[config.mk]
export PLATFORM = sky130hd
export DESIGN_NAME = hsif_ram
export DESIGN_NICKNAME = d
export VERILOG_FILES = /design/src/hash_set_insert_find_macros.svh /design/src/hsif_ram.sv
export SDC_FILE = /design/constraint.sdc
export NUM_CORES = 1
export LEC_CHECK = 0
export BUFFER_PORTS_ARGS = -buffer_cell sky130_fd_sc_hd__buf_2
export CAP_MARGIN = 20
export CORE_MARGIN = 2
export CORE_UTILIZATION = 30
export CTS_BUF_LIST = sky130_fd_sc_hd__clkbuf_16
export DETAILED_ROUTE_END_ITERATION = 8
export PLACE_DENSITY = 0.54
export SLEW_MARGIN = 10
export SYNTH_ARGS = -nofsm -noshare
export SYNTH_HDL_FRONTEND = slang
export SYNTH_SLANG_ARGS = --single-unit
export TNS_END_PERCENT = 50
[constraint.sdc]
create_clock -name i_clk -period 2.1 [get_ports i_clk]
set_input_delay 0.63 -clock i_clk [delete_from_list [all_inputs] [get_ports i_clk]]
set_output_delay 0.63 -clock i_clk [all_outputs]
set_load 0.005 [all_outputs]
[src/hash_set_insert_find_macros.svh]
// ----------------------------------------------------------------------------
// hash set assertion macros
// concurrent check wrappers, compiled out for synthesis
// ----------------------------------------------------------------------------
`ifndef HASH_SET_INSERT_FIND_MACROS_SVH
`define HASH_SET_INSERT_FIND_MACROS_SVH

`ifndef SYNTHESIS

// implication or plain property, checked out of reset
`define HSIF_ASSERT(lbl, clk, rst_n, prop, msg) \
    lbl: assert property (@(posedge clk) disable iff (!rst_n) prop) else $error(msg);

// condition that must never hold out of reset
`define HSIF_ASSERT_NEVER(lbl, clk, rst_n, cond, msg) \
    lbl: assert property (@(posedge clk) disable iff (!rst_n) !(cond)) else $error(msg);

`else

`define HSIF_ASSERT(lbl, clk, rst_n, prop, msg)
`define HSIF_ASSERT_NEVER(lbl, clk, rst_n, cond, msg)

`endif

`endif

[src/hsif_ram.sv]
// ----------------------------------------------------------------------------
// hsif_ram
// simple dual-port synchronous ram, one write and one registered read port
// ----------------------------------------------------------------------------
`timescale 1ns / 1ps

module hsif_ram #(
    parameter int WIDTH = 8,
    parameter int DEPTH = 16
) (
    input  logic                     i_clk,
    input  logic                     i_wr_en,
    input  logic [$clog2(DEPTH)-1:0] i_wr_addr,
    input  logic [WIDTH-1:0]         i_wr_data,
    input  logic                     i_rd_en,
    input  logic [$clog2(DEPTH)-1:0] i_rd_addr,
    output logic [WIDTH-1:0]         o_rd_data
);

    logic [WIDTH-1:0] r_mem [DEPTH];
    logic [WIDTH-1:0] r_rd_data;

    // write port
    always_ff @(posedge i_clk) begin
        if (i_wr_en) begin
            r_mem[i_wr_addr] <= i_wr_data;
        end
    end

    // registered read port
    always_ff @(posedge i_clk) begin
        if (i_rd_en) begin
            r_rd_data <= r_mem[i_rd_addr];
        end
    end

    assign o_rd_data = r_rd_data;

endmodule

Word level (Yosys, flattened, before mapping):

Memories as Yosys holds them, arrays and structs flattened. A register that Yosys moved wholly into a read port is not among the register bits.
Index checks and enable logic that the tools add are counted.

* register bits after elaboration: 0
* memory bits (writable): 128
* output and inout port bits: 8
* memories: 1

* multiplexer cells: 2

Memories
* r_mem: words 16, width 8, read ports 1, clocked after Yosys merged registers in 1, write ports 1, line hsif_ram.sv:20 `logic [WIDTH-1:0] r_mem [DEPTH];`

Operators by type and width (number)
* two-way mux 1 bit: 2

Logic depth before layout (Yosys ltp):

* depth in word-level cells: 2
* mapped depth: 5
* depth with buffers taken out: 3

Worst setup path after synthesis:

OpenSTA, ideal clock, no wires.

* kind: input -> register
* from: input port i_wr_addr[2]
* to: memory r_mem[0][0], enable pin
* setup time: 0.383 ns
* data arrival time: 1.740 ns
* slack: -0.023 ns
* cell stages on the path: 2
* path buffers: 0
* path through: or3b_2 -> nor3_1

RTL lines
* start, declared: line hsif_ram.sv:13 `input logic [$clog2(DEPTH)-1:0] i_wr_addr,`
* end, declared: line hsif_ram.sv:20

Straight into the memory's write port.

==> results.txt <==
The flow ran to the end, and the final reports show no timing, DRC or antenna violations. The worst reg-to-reg path cell count is 3. The critical path goes through buf_2, buf_12, mux4_1, a22oi_1, nand2_1. The placeable core area is between 15000 and 20000 µm². The number of global-route vias before repair is 2550. The hold-fix buffer count after cts is 0. Across the VDD grid, the largest voltage drop is between 0.8 and 0.9 mV. The cell area after technology mapping is around 5200 µm². The number of different library cells used by synthesis comes to 18. The count of endpoints failing hold in the final timing report is 0.

The remaining design rule violation count came out at 0. The global routing met1 resource utilization came out at 15.69%. Global routing used under 10% of the available met3 tracks. Setup violations remaining at the end of the flow were counted as 0. The sink count of the clock tree is 136.

The number of diodes added for antenna fixing came out at 0. For the worst-skew pair, the clock arrives at the later sink with an insertion delay of approximately 0.41 ns. The number of H-tree branching levels came out at 4.

The transition time at the pin with the least slew margin is approximately 0.70 ns. The fraction of registers with async set or reset after synthesis is 0%. The placement row count came out at 48. After detailed routing, the total wire length is slightly above 10 mm. The dominant synthesized flop cell is sky130_fd_sc_hd__edfxtp_1. The clock period minus final worst setup slack is between 1.5 and 2 ns. The count of warnings emitted by yosys came out at 0. The synthesized area per cell is approximately 23 µm².

Counting instances, the worst hold path has a depth of 1. The worst setup skew after layout came out at 0.004370 ns. The final cycle utilization of the critical path came out at around 85%. The final non-filler cell total is 529. The number of fill cells in the layout is ~1600. The flip-flop and latch count after synthesis is 136. In the global route stage, overall resource usage came out at a little under an eighth.

The total power after layout came out at between 6000 and 7000 µW. Setup repair after global routing left no endpoint under its margin. After global routing the overflow that remains totals 0. The CTS buffer count is 17.

The launching element type of the critical path is an input pin. The mean routed wirelength per cell is around 19 µm. The ratio of total power to cell area is about 1000 nW/µm². In this run the tightest slew margin relative to its limit is 52.98%. Entering global routing, the biggest net connects 24 pins. The I/O pin total came out at 27. The ratio of cells with drive above 1 in the final layout is between 30% and 40%. The synthesized instance count is between 200 and 250.

The class of the tightest hold or removal check is in -> reg. The width of the die is between 100 and 150 µm. Final hold analysis gives a worst-case slack of between 0.5 and 0.6 ns. The endpoint required time on the critical path came out at roughly 2.3 ns. The biggest area contributor in the post-synthesis netlist is sky130_fd_sc_hd__edfxtp_1. The static leakage power is roughly 0.0022 µW. The number of enable-type register cells in the synthesized netlist came out at roughly 140.

The number of pins with negative max-slew slack in the final report was 0. The starting density of the core came out at 30.43%. The congestion estimate from routability-driven global placement came to about 0.72. The HPWL after detailed placement came out at around 6.7 mm.

STA classifies the critical path endpoint as a register. The clock transition at the register clock pins on the worst setup and hold paths after CTS came out at around 0.060 ns. Buffers placed on the I/O ports in this run total 26. Based on the critical path, the design can be clocked at up to roughly 0.56 GHz. By area the synthesized netlist is led by sky130_fd_sc_hd__edfxtp_1 (78%), sky130_fd_sc_hd__mux4_2 (7.8%), sky130_fd_sc_hd__mux4_1 (7.0%). The wire length of the first global-routing pass came out at between 15 and 20 mm. Post-CTS repair changed the size of 0 cells. The data arrival time of the critical path came out at ~1.9 ns. The critical path is of the in -> reg type.

Global routing used a little under a fifth of the available met2 tracks. The count of max-cap constraint violations came out at 0. The delay of the slowest cell on the worst path came out at between 0.5 and 0.6 ns. TritonCTS built the clock tree. Clock tree synthesis selected as its root buffer the cell sky130_fd_sc_hd__clkbuf_16. After synthesis, the largest area contributor takes up between 70% and 80% of total cell area.

The layer flagged by global routing as most heavily used is met2. The residual antenna-violating net count after detailed routing came out at 0. The number of search-and-repair iterations in the first detailed-routing pass is 4.

The total number of vias is 2463. The post-detailed-route via-to-cell ratio came out at 4.656. The die covers approximately 18000 µm². The chip height came out at between 100 and 150 µm.

From synthesis to final layout, the design area changed by 22.33%. The number of placed instances, taps included, is 497. The total number of nets in the final design is a little over 300. The cell family contributing the most delay on the critical path is multiplexers.

The largest fanout on the critical path came out at 19. Sorting the synthesized cells by how often they occur yields sky130_fd_sc_hd__edfxtp_1 (136), sky130_fd_sc_hd__mux4_2 (18), sky130_fd_sc_hd__a22oi_1 (16). The post-synth net total is between 200 and 250. The cell count along the critical path is 5.

After synthesis, flip-flops and latches occupy around four fifths of the total area. The clock passes through at most 2 buffers. The post-CTS repair timing setup buffer count is 0. The number of antenna violations at the first check in global routing came out at 0.

The number of buffers and inverters on the critical path is 2. Among all stages on the critical path, the largest delay is contributed by sky130_fd_sc_hd__mux4_1. In the post-synthesis netlist, the cell with the most instances is sky130_fd_sc_hd__edfxtp_1. The first-iteration detailed-routing DRC count is ~250.
[routing by layer]
metal | part of all wire (%) | vias to the layer above
met1 | 46 | 1279
met3 | 5.1 | 17
met2 | 48 | 55
met5 | 0 | -
met4 | 1.4 | 0
li1 | - | 1112
[logic make-up (layout without fill, tap and decap cells)]
logic type / count (synthesis) / after routing / share of synthesized area [%]
DFF: 136 / 136 / 78.12
and+or+nand+nor: 35 / 35 / 3.136
muxes: 32 / 32 / 14.79
AOI/OAI and AO/OA: 16 / 16 / 2.298
buffers and inverters: 10 / 85 / 1.651
[cell usage in the layout, fill, tap and decap left out, drive strengths merged, types with 2 or more instances in the layout]
| cell type | Yosys | final |
|---|---|---|
| edfxtp | 136 | 136 |
| buf | 7 | 53 |
| mux4 | 32 | 32 |
| clkbuf | 0 | 17 |
| a22oi | 16 | 16 |
| nor2 | 13 | 13 |
| clkinv | 0 | 10 |
| nand2 | 9 | 9 |
| bufinv | 0 | 4 |
| nor3 | 4 | 4 |
| nand3b | 2 | 2 |
| nand2b | 2 | 2 |
[per-stage QoR]
stage / TNS [ns] / setup slack (ns) / util [%] / instance area (µm²)
global placement: -0.5351 / -0.1118 / 33.68 / 5786
finish: 0 / 0.3157 / 37.23 / 6395
floorplan: 0 / 0.1876 / - / 5233
global route: 0 / 0.2004 / 37.23 / 6395
CTS: 0 / 0.3308 / 37.23 / 6395
detailed placement: -0.6035 / -0.1112 / 33.68 / 5786
[where the power goes]
part / leakage, µW / internal (µW) / switching [µW]
combinational: 0.000623 / 129 / 159
clock: 0.000303 / 1970 / 1060
sequential: 0.00124 / 3060 / 13.0
[layout make-up]
cell class,instances,area (µm²),area share (%)
Clock buffer,17,425.4,6.652
Clock inverter,15,183.9,2.876
Multi-Input combinational cell,83,1062,16.61
Sequential cell,136,4084,63.86
Tap cell,225,281.5,4.402
Timing Repair Buffer,53,357.8,5.596
[worst paths after layout]
kind	to	slack [ns]	from
max	o_rd_data[2]	0.32	i_rd_addr[0]
min	o_rd_data[5]	0.55	i_rd_en
max reg2reg	o_rd_data[3]	0.55	r_mem[5][3]
min reg2reg	o_rd_data[2]	0.75	r_mem[12][2]
[flip-flops by register name, indices dropped and copies added, names as in the netlist]
name,flops
r_mem,128
o_rd_data,8
(Power assumes the default switching activity.)
