==> src/hash_set_insert_find_macros.svh <==
// ----------------------------------------------------------------------------
// hash set assertion macros
// concurrent check wrappers, compiled out for synthesis
// ----------------------------------------------------------------------------
`ifndef HASH_SET_INSERT_FIND_MACROS_SVH
`define HASH_SET_INSERT_FIND_MACROS_SVH

`ifndef SYNTHESIS

// implication or plain property, checked out of reset
`define HSIF_ASSERT(lbl, clk, rst_n, prop, msg) \
    lbl: assert property (@(posedge clk) disable iff (!rst_n) prop) else $error(msg);

// condition that must never hold out of reset
`define HSIF_ASSERT_NEVER(lbl, clk, rst_n, cond, msg) \
    lbl: assert property (@(posedge clk) disable iff (!rst_n) !(cond)) else $error(msg);

`else

`define HSIF_ASSERT(lbl, clk, rst_n, prop, msg)
`define HSIF_ASSERT_NEVER(lbl, clk, rst_n, cond, msg)

`endif

`endif

==> src/hsif_pkg.sv <==
// ----------------------------------------------------------------------------
// hsif_pkg
// shared field widths, stream packing and command codes of the hash set
// ----------------------------------------------------------------------------
`timescale 1ns / 1ps

package hsif_pkg;

    // command codes carried on tuser
    localparam logic OP_INSERT = 1'b0;
    localparam logic OP_FIND   = 1'b1;

    // input field widths
    localparam int CHAR_W      = 8;
    localparam int KEY_FIELD_W = 64;
    localparam int LEN_FIELD_W = 4;

    // input tdata: key_chars, key_length, zero pad to whole bytes
    localparam int IN_KEY_LSB = 0;
    localparam int IN_LEN_LSB = KEY_FIELD_W;
    localparam int IN_TDATA_W = ((KEY_FIELD_W + LEN_FIELD_W + 7) / 8) * 8;

    // output tdata: found, bucket_full, zero pad
    localparam int OUT_FOUND_BIT = 0;
    localparam int OUT_FULL_BIT  = 1;
    localparam int OUT_TDATA_W   = 8;

    // hash word and bucket reduction
    localparam int HASH_W       = 32;
    localparam int REDUCE_BITS  = 4;
    localparam int REDUCE_STEPS = HASH_W / REDUCE_BITS;
    localparam int STEP_W       = $clog2(REDUCE_STEPS);

endpackage

==> src/hsif_hash.sv <==
// ----------------------------------------------------------------------------
// hsif_hash
// iterative key hash, one character a cycle, then reduction to a bucket
// ----------------------------------------------------------------------------
`timescale 1ns / 1ps

module hsif_hash #(
    parameter int BUCKETS       = 1024,
    parameter int MAX_KEY_CHARS = 8
) (
    input  logic                               i_clk,
    input  logic                               i_rst_n,
    input  logic                               i_start,
    input  logic [8*MAX_KEY_CHARS-1:0]         i_chars,
    input  logic [$clog2(MAX_KEY_CHARS+1)-1:0] i_len,
    output logic                               o_done,
    output logic [$clog2(BUCKETS)-1:0]         o_bucket
);

    import hsif_pkg::*;

    localparam int KEY_W    = CHAR_W * MAX_KEY_CHARS;
    localparam int LEN_W    = $clog2(MAX_KEY_CHARS + 1);
    localparam int BUCKET_W = $clog2(BUCKETS);
    localparam bit IS_POW2  = (BUCKETS & (BUCKETS - 1)) == 0;
    localparam logic [BUCKET_W:0] BUCKETS_C = (BUCKET_W + 1)'(BUCKETS);

    typedef enum logic [1:0] {
        H_IDLE,
        H_MIX,
        H_REDUCE
    } t_hash_state;

    t_hash_state          r_state;
    logic [HASH_W-1:0]    r_h;
    logic [KEY_W-1:0]     r_chars;
    logic [LEN_W-1:0]     r_len;
    logic [LEN_W-1:0]     r_i;
    logic [BUCKET_W-1:0]  r_rem;
    logic [STEP_W-1:0]    r_step;
    logic                 r_done;
    logic [BUCKET_W-1:0]  r_bucket;

    logic [CHAR_W-1:0]    w_char;
    logic [HASH_W-1:0]    w_mix;
    logic [BUCKET_W-1:0]  n_rem;
    logic [HASH_W-1:0]    n_h_shift;

    // one mixing step: h * c + c + i, modulo 2^32
    assign w_char = r_chars[CHAR_W-1:0];
    assign w_mix  = HASH_W'(r_h * HASH_W'(w_char)) + HASH_W'(w_char) + HASH_W'(r_i);

    // restoring reduction, REDUCE_BITS hash bits per step from the top down
    always_comb begin
        logic [BUCKET_W:0]   t;
        logic [BUCKET_W-1:0] rem;
        logic [HASH_W-1:0]   h;
        rem = r_rem;
        h   = r_h;
        for (int b = 0; b < REDUCE_BITS; b++) begin
            t = {rem, h[HASH_W-1]};
            h = {h[HASH_W-2:0], 1'b0};
            if (t >= BUCKETS_C) begin
                t = t - BUCKETS_C;
            end
            rem = t[BUCKET_W-1:0];
        end
        n_rem     = rem;
        n_h_shift = h;
    end

    // sequencer: mix all characters, then reduce
    always_ff @(posedge i_clk) begin
        if (!i_rst_n) begin
            r_state <= H_IDLE;
            r_done  <= 1'b0;
        end else begin
            r_done <= 1'b0;
            case (r_state)
                H_IDLE: begin
                    if (i_start) begin
                        r_h     <= '0;
                        r_chars <= i_chars;
                        r_len   <= i_len;
                        r_i     <= '0;
                        r_state <= H_MIX;
                    end
                end
                H_MIX: begin
                    if (r_i == r_len) begin
                        r_rem   <= '0;
                        r_step  <= '0;
                        r_state <= H_REDUCE;
                    end else begin
                        r_h     <= w_mix;
                        r_chars <= r_chars >> CHAR_W;
                        r_i     <= r_i + LEN_W'(1);
                    end
                end
                H_REDUCE: begin
                    if (IS_POW2) begin
                        r_bucket <= r_h[BUCKET_W-1:0];
                        r_done   <= 1'b1;
                        r_state  <= H_IDLE;
                    end else begin
                        r_rem  <= n_rem;
                        r_h    <= n_h_shift;
                        r_step <= r_step + STEP_W'(1);
                        if (r_step == STEP_W'(REDUCE_STEPS - 1)) begin
                            r_bucket <= n_rem;
                            r_done   <= 1'b1;
                            r_state  <= H_IDLE;
                        end
                    end
                end
                default: begin
                    r_state <= H_IDLE;
                end
            endcase
        end
    end

    assign o_done   = r_done;
    assign o_bucket = r_bucket;

endmodule

==> config.mk <==
export PLATFORM = sky130hd
export DESIGN_NAME = hsif_hash
export DESIGN_NICKNAME = d
export VERILOG_FILES = /design/src/hash_set_insert_find_macros.svh /design/src/hsif_pkg.sv /design/src/hsif_hash.sv
export SDC_FILE = /design/constraint.sdc
export NUM_CORES = 1
export LEC_CHECK = 0
export BUFFER_PORTS_ARGS = -buffer_cell sky130_fd_sc_hd__buf_2
export CORE_ASPECT_RATIO = 2
export CORE_UTILIZATION = 45
export CTS_BUF_LIST = sky130_fd_sc_hd__clkbuf_8
export DETAILED_ROUTE_END_ITERATION = 7
export PLACE_DENSITY = 0.74
export SETUP_SLACK_MARGIN = 0.02
export SLEW_MARGIN = 15
export SYNTH_ARGS = -nofsm -noshare
export SYNTH_HDL_FRONTEND = slang
export SYNTH_SLANG_ARGS = --single-unit
==> constraint.sdc <==
create_clock -name i_clk -period 27.1 [get_ports i_clk]
set_input_delay 4.065 -clock i_clk [delete_from_list [all_inputs] [get_ports i_clk]]
set_output_delay 4.065 -clock i_clk [all_outputs]
set_load 0.02 [all_outputs]
# After elaboration in Yosys (flattened, before gate mapping)
# Index checks and enable logic that the tools add are counted.
# totals
register_bits	117
latchBits	0
mem_bits_rw	0
rom_bits	0
inputBits	71
out_inout_bits	11
wordCells	36
memories	0
# op_classes
add_sub_neg	3
mul	1
div	0
order_cmp	0
eq_ne	6
shifts	0
muxes	13
bitwise	0
reduce_logical	6
# op_table
cell	n
$mux W64	2
$pmux W64 S2	1
$mux W32	2
$pmux W32 S2	1
$add A32 B4 Y32	1
$add A32 B8 Y32	1
$mul A32 B8 Y32	1
$mux W4	2
$pmux W4 S2	1
$ne A2 B2 Y1 const B	3
$add A4 B1 Y4 const B	1
$eq A4 B4 Y1	1
$mux W2	2
$pmux W2 S2	1
$reduce_and A2 Y1	2
$reduce_and A4 Y1	1
$reduce_and A3 Y1	1
$eq A2 B1 Y1 const B	1
$eq A2 B2 Y1 const B	1
$logic_not A2 Y1	1
$reduce_bool A2 Y1	1
$mux W1	1

# Depth between registers and ports, before layout
# logic_depth
ltp_word	5
depth_mapped	17
ltp_nobuf	16

# Worst setup path after synthesis
# Ideal clock, no wire load.
# synth_path
path_kind	input-to-reg
from	input i_start
to	register r_chars[0], enable pin
setup_ns	0.734
arrival_ns	12.090
required_time_ns	26.366
slack_ns	14.276
cell_stages	2
n_path_buf	0
path_cell_list	nor2_1 nor4b_1
# synth_between
elab_chain_len	2
# synth_lines
element	line_no	rtl
start, declared	hsif_hash.sv:13	input logic i_start,
$ne A2 B2 Y1 (no source line)	n/a	
$reduce_and A4 Y1 (no source line)	n/a	
end signal, assigned	hsif_hash.sv:83	r_chars <= i_chars;
end signal, assigned	hsif_hash.sv:96	r_chars <= r_chars >> CHAR_W;
end, declared	hsif_hash.sv:36	logic [KEY_W-1:0] r_chars;
# No other way between the ends.
# A chain may end at the register's enable or synchronous reset.

# Worst setup path after layout
# layout_path
from	input i_start
to	register r_h[4], enable pin
# layout_between
elab_chain_len	2
# layout_lines
element	line_no	rtl
$ne A2 B2 Y1 (no source line)	n/a	
$reduce_and A4 Y1 (no source line)	n/a	
end signal, assigned	hsif_hash.sv:95	r_h <= w_mix;
end signal, assigned	hsif_hash.sv:107	r_h <= n_h_shift;
end, declared	hsif_hash.sv:35	logic [HASH_W-1:0] r_h;
# No other way between the ends.

==> metrics <==
max cap viols=0; first-pass GRT wire length=17800 um; Avg Inst Size Synth=10.7 um^2; static leakage power=2.90 nW; CP cell instances=buf_2, nor2_1, nor4b_2, buf_4; drt total wl=10600 um; Startpoint Class=primary input; CP Max Fanout=78; synthesized net count=655; register bit total from synthesis=95; Post-CTS Hold Buffers=0; GP Congestion=0.884; # diodes=0; CP Data Arrival Time=5.25 ns; Crit Path Class=primary input to flip-flop; # H-tree levels=3; largest net degree at the start of global routing=79; CTS Buf Count=9; Post-DRT Antenna Nets=0; fin crit period=5.27 ns; hpwl dp=7990 um; CTS tree=yes; Post-synth EDFFs=92; VDD IR max=0.0697 mV; Die Ht=159 um; hold crit path type=flip-flop to flip-flop; total grt overflow=0; clk_lat worst skew=0.36 ns; Sum Neg Setup Slack=0 ns; Pre-antenna DRT Iters=4; Rel. slew slack=0.349; clock buffer depth=2; slowest cell delay on critical path=0.74 ns; share of post-route cells with drive strength above 1=0.179; top cell family by delay on the critical path=buffers and inverters; post-cts gate resize count=0; WP buf/inv=2; initial DRC count=216; setup violators final=0; Worst-Margin Slew=0.973 ns; # rows=57; commonest cells after routing, fill and taps aside=200 x nand2_1, 92 x edfxtp_1, 81 x buf_2; RSZ-0062 raised after global routing=no; hold_ws=0.460 ns; Async S/R FF share, synth=0; FMAX=190 MHz; Avg Vias per Cell=4.98; final hold viol count=0; Worst Path Required=27.08 ns; # IOs=82; Yosys Warn Count=0; Gate Count Post-Synth=522; Area Growth Syn to Fin=13.3%; most common cell after layout, fill and taps aside=nand2_1; Die Width=80.6 um; DIE AREA=12800 um^2; slowest cell on the critical path=buf_4; Cell Area, Synth=5570 um^2; Setup crit end kind=flip-flop; vias in the first global route=3986; Layout Nets=732; Vias=3739; initial antenna violation count=0; wire per inst=14.2 um; Worst-path clk slew=0.09 ns; Root Buffer Master=clkbuf_8; Initial Util=0.459; Core ar.=12100 um^2; skew final=0.0129 ns; Synth cell types=34; total track usage=0.184; period utilisation layout=0.194; register area share after synthesis=0.507; drt drc=0; Post-CTS Setup Bufs=0; PortBufs=81; pwr/cell area=97.1 nW/um^2; Sink Count=95; status=finished clean; Max Slew Vio Count=0; top_reg_cell synth=edfxtp_1
[per-layer routing]
metal / part of all wire / wire [um] / GRT usage
met4: 0.048 / 507 / 0.110
met1: 0.34 / 3670 / 0.191
met5: 0 / 0 / 0
met3: 0.041 / 438 / 0.0218
met2: 0.57 / 6030 / 0.339
[area by class of cell]
| type | count | area, um^2 |
|---|---|---|
| fillers | 1091 | 5820 |
| flip-flops and latches | 95 | 2820 |
| multi-input cells | 363 | 2510 |
| repair buffers | 84 | 428 |
| well taps | 147 | 184 |
| inverters | 46 | 173 |
| clock buffers | 9 | 124 |
| clock inverters | 7 | 62.6 |
[final timing paths]
kind | start | slack (ns) | depth (start not counted) | to
max | i_start | 21.83 | 4 | r_h[4]
min | r_h[9] | 0.46 | 0 | o_bucket[9]
max reg2reg | r_chars[1] | 22.41 | 15 | r_h[9]
min reg2reg | r_h[9] | 0.46 | 0 | o_bucket[9]
[through the flow]
step	cell area, um^2	worst slack, ns	power (W)	utilization	std cells
6_report	6310	21.83	0.000612	0.520	751
5_1_grt	6310	21.76	0.000666	0.520	751
4_1_cts	6310	21.85	0.000619	0.520	751
3_5_place_dp	6120	21.46	0.000529	0.505	735
3_3_place_gp	6120	21.50	0.000515	0.505	735
2_1_floorplan	5570	14.28	0.000450	-	522
[flip-flops by register name, indices dropped and copies added, names as in the netlist]
register  cells
r_i           4
r_chars      64
r_state       2
o_bucket     10
o_done        1
r_len         4
r_h          10
[report_power, final]
| part | internal [W] | switching, W | leakage, nW |
|---|---|---|---|
| logic | 0.000150 | 0.000174 | 1.90 |
| clock network | 0.0000419 | 0.0000481 | 0.0921 |
| registers | 0.000184 | 0.0000137 | 0.904 |
[synthesized netlist by cell type, types with 2 or more instances]
library cell / instances / share of area
fa_1: 32 / 0.12
clkbuf_1: 16 / 0.011
o21a_1: 4 / 0.0054
nor4b_1: 2 / 0.0031
dfxtp_1: 3 / 0.011
nand2_2: 2 / 0.0022
o21ai_0: 2 / 0.0018
ha_1: 30 / 0.067
nand3_1: 2 / 0.0018
nor2b_1: 2 / 0.0022
edfxtp_1: 92 / 0.50
and2_2: 2 / 0.0027
nand2_1: 200 / 0.13
and2_1: 29 / 0.033
nor2_1: 15 / 0.010
a21oi_1: 2 / 0.0018
a21o_1: 2 / 0.0027
nor3_1: 2 / 0.0018
xor2_1: 6 / 0.0094
a211oi_1: 2 / 0.0027
inv_1: 46 / 0.031
xnor2_1: 17 / 0.027
[cells by family after synthesis]
family	Yosys count	share of synthesized area
AOI/OAI and AO/OA	15	0.0207
xor gates and xnor gates	26	0.0481
adders and majority gates	62	0.183
buffers and inverters	64	0.0441
DFF	95	0.507
and+or+nand+nor	260	0.198
Power figures use the tool's default switching activity.
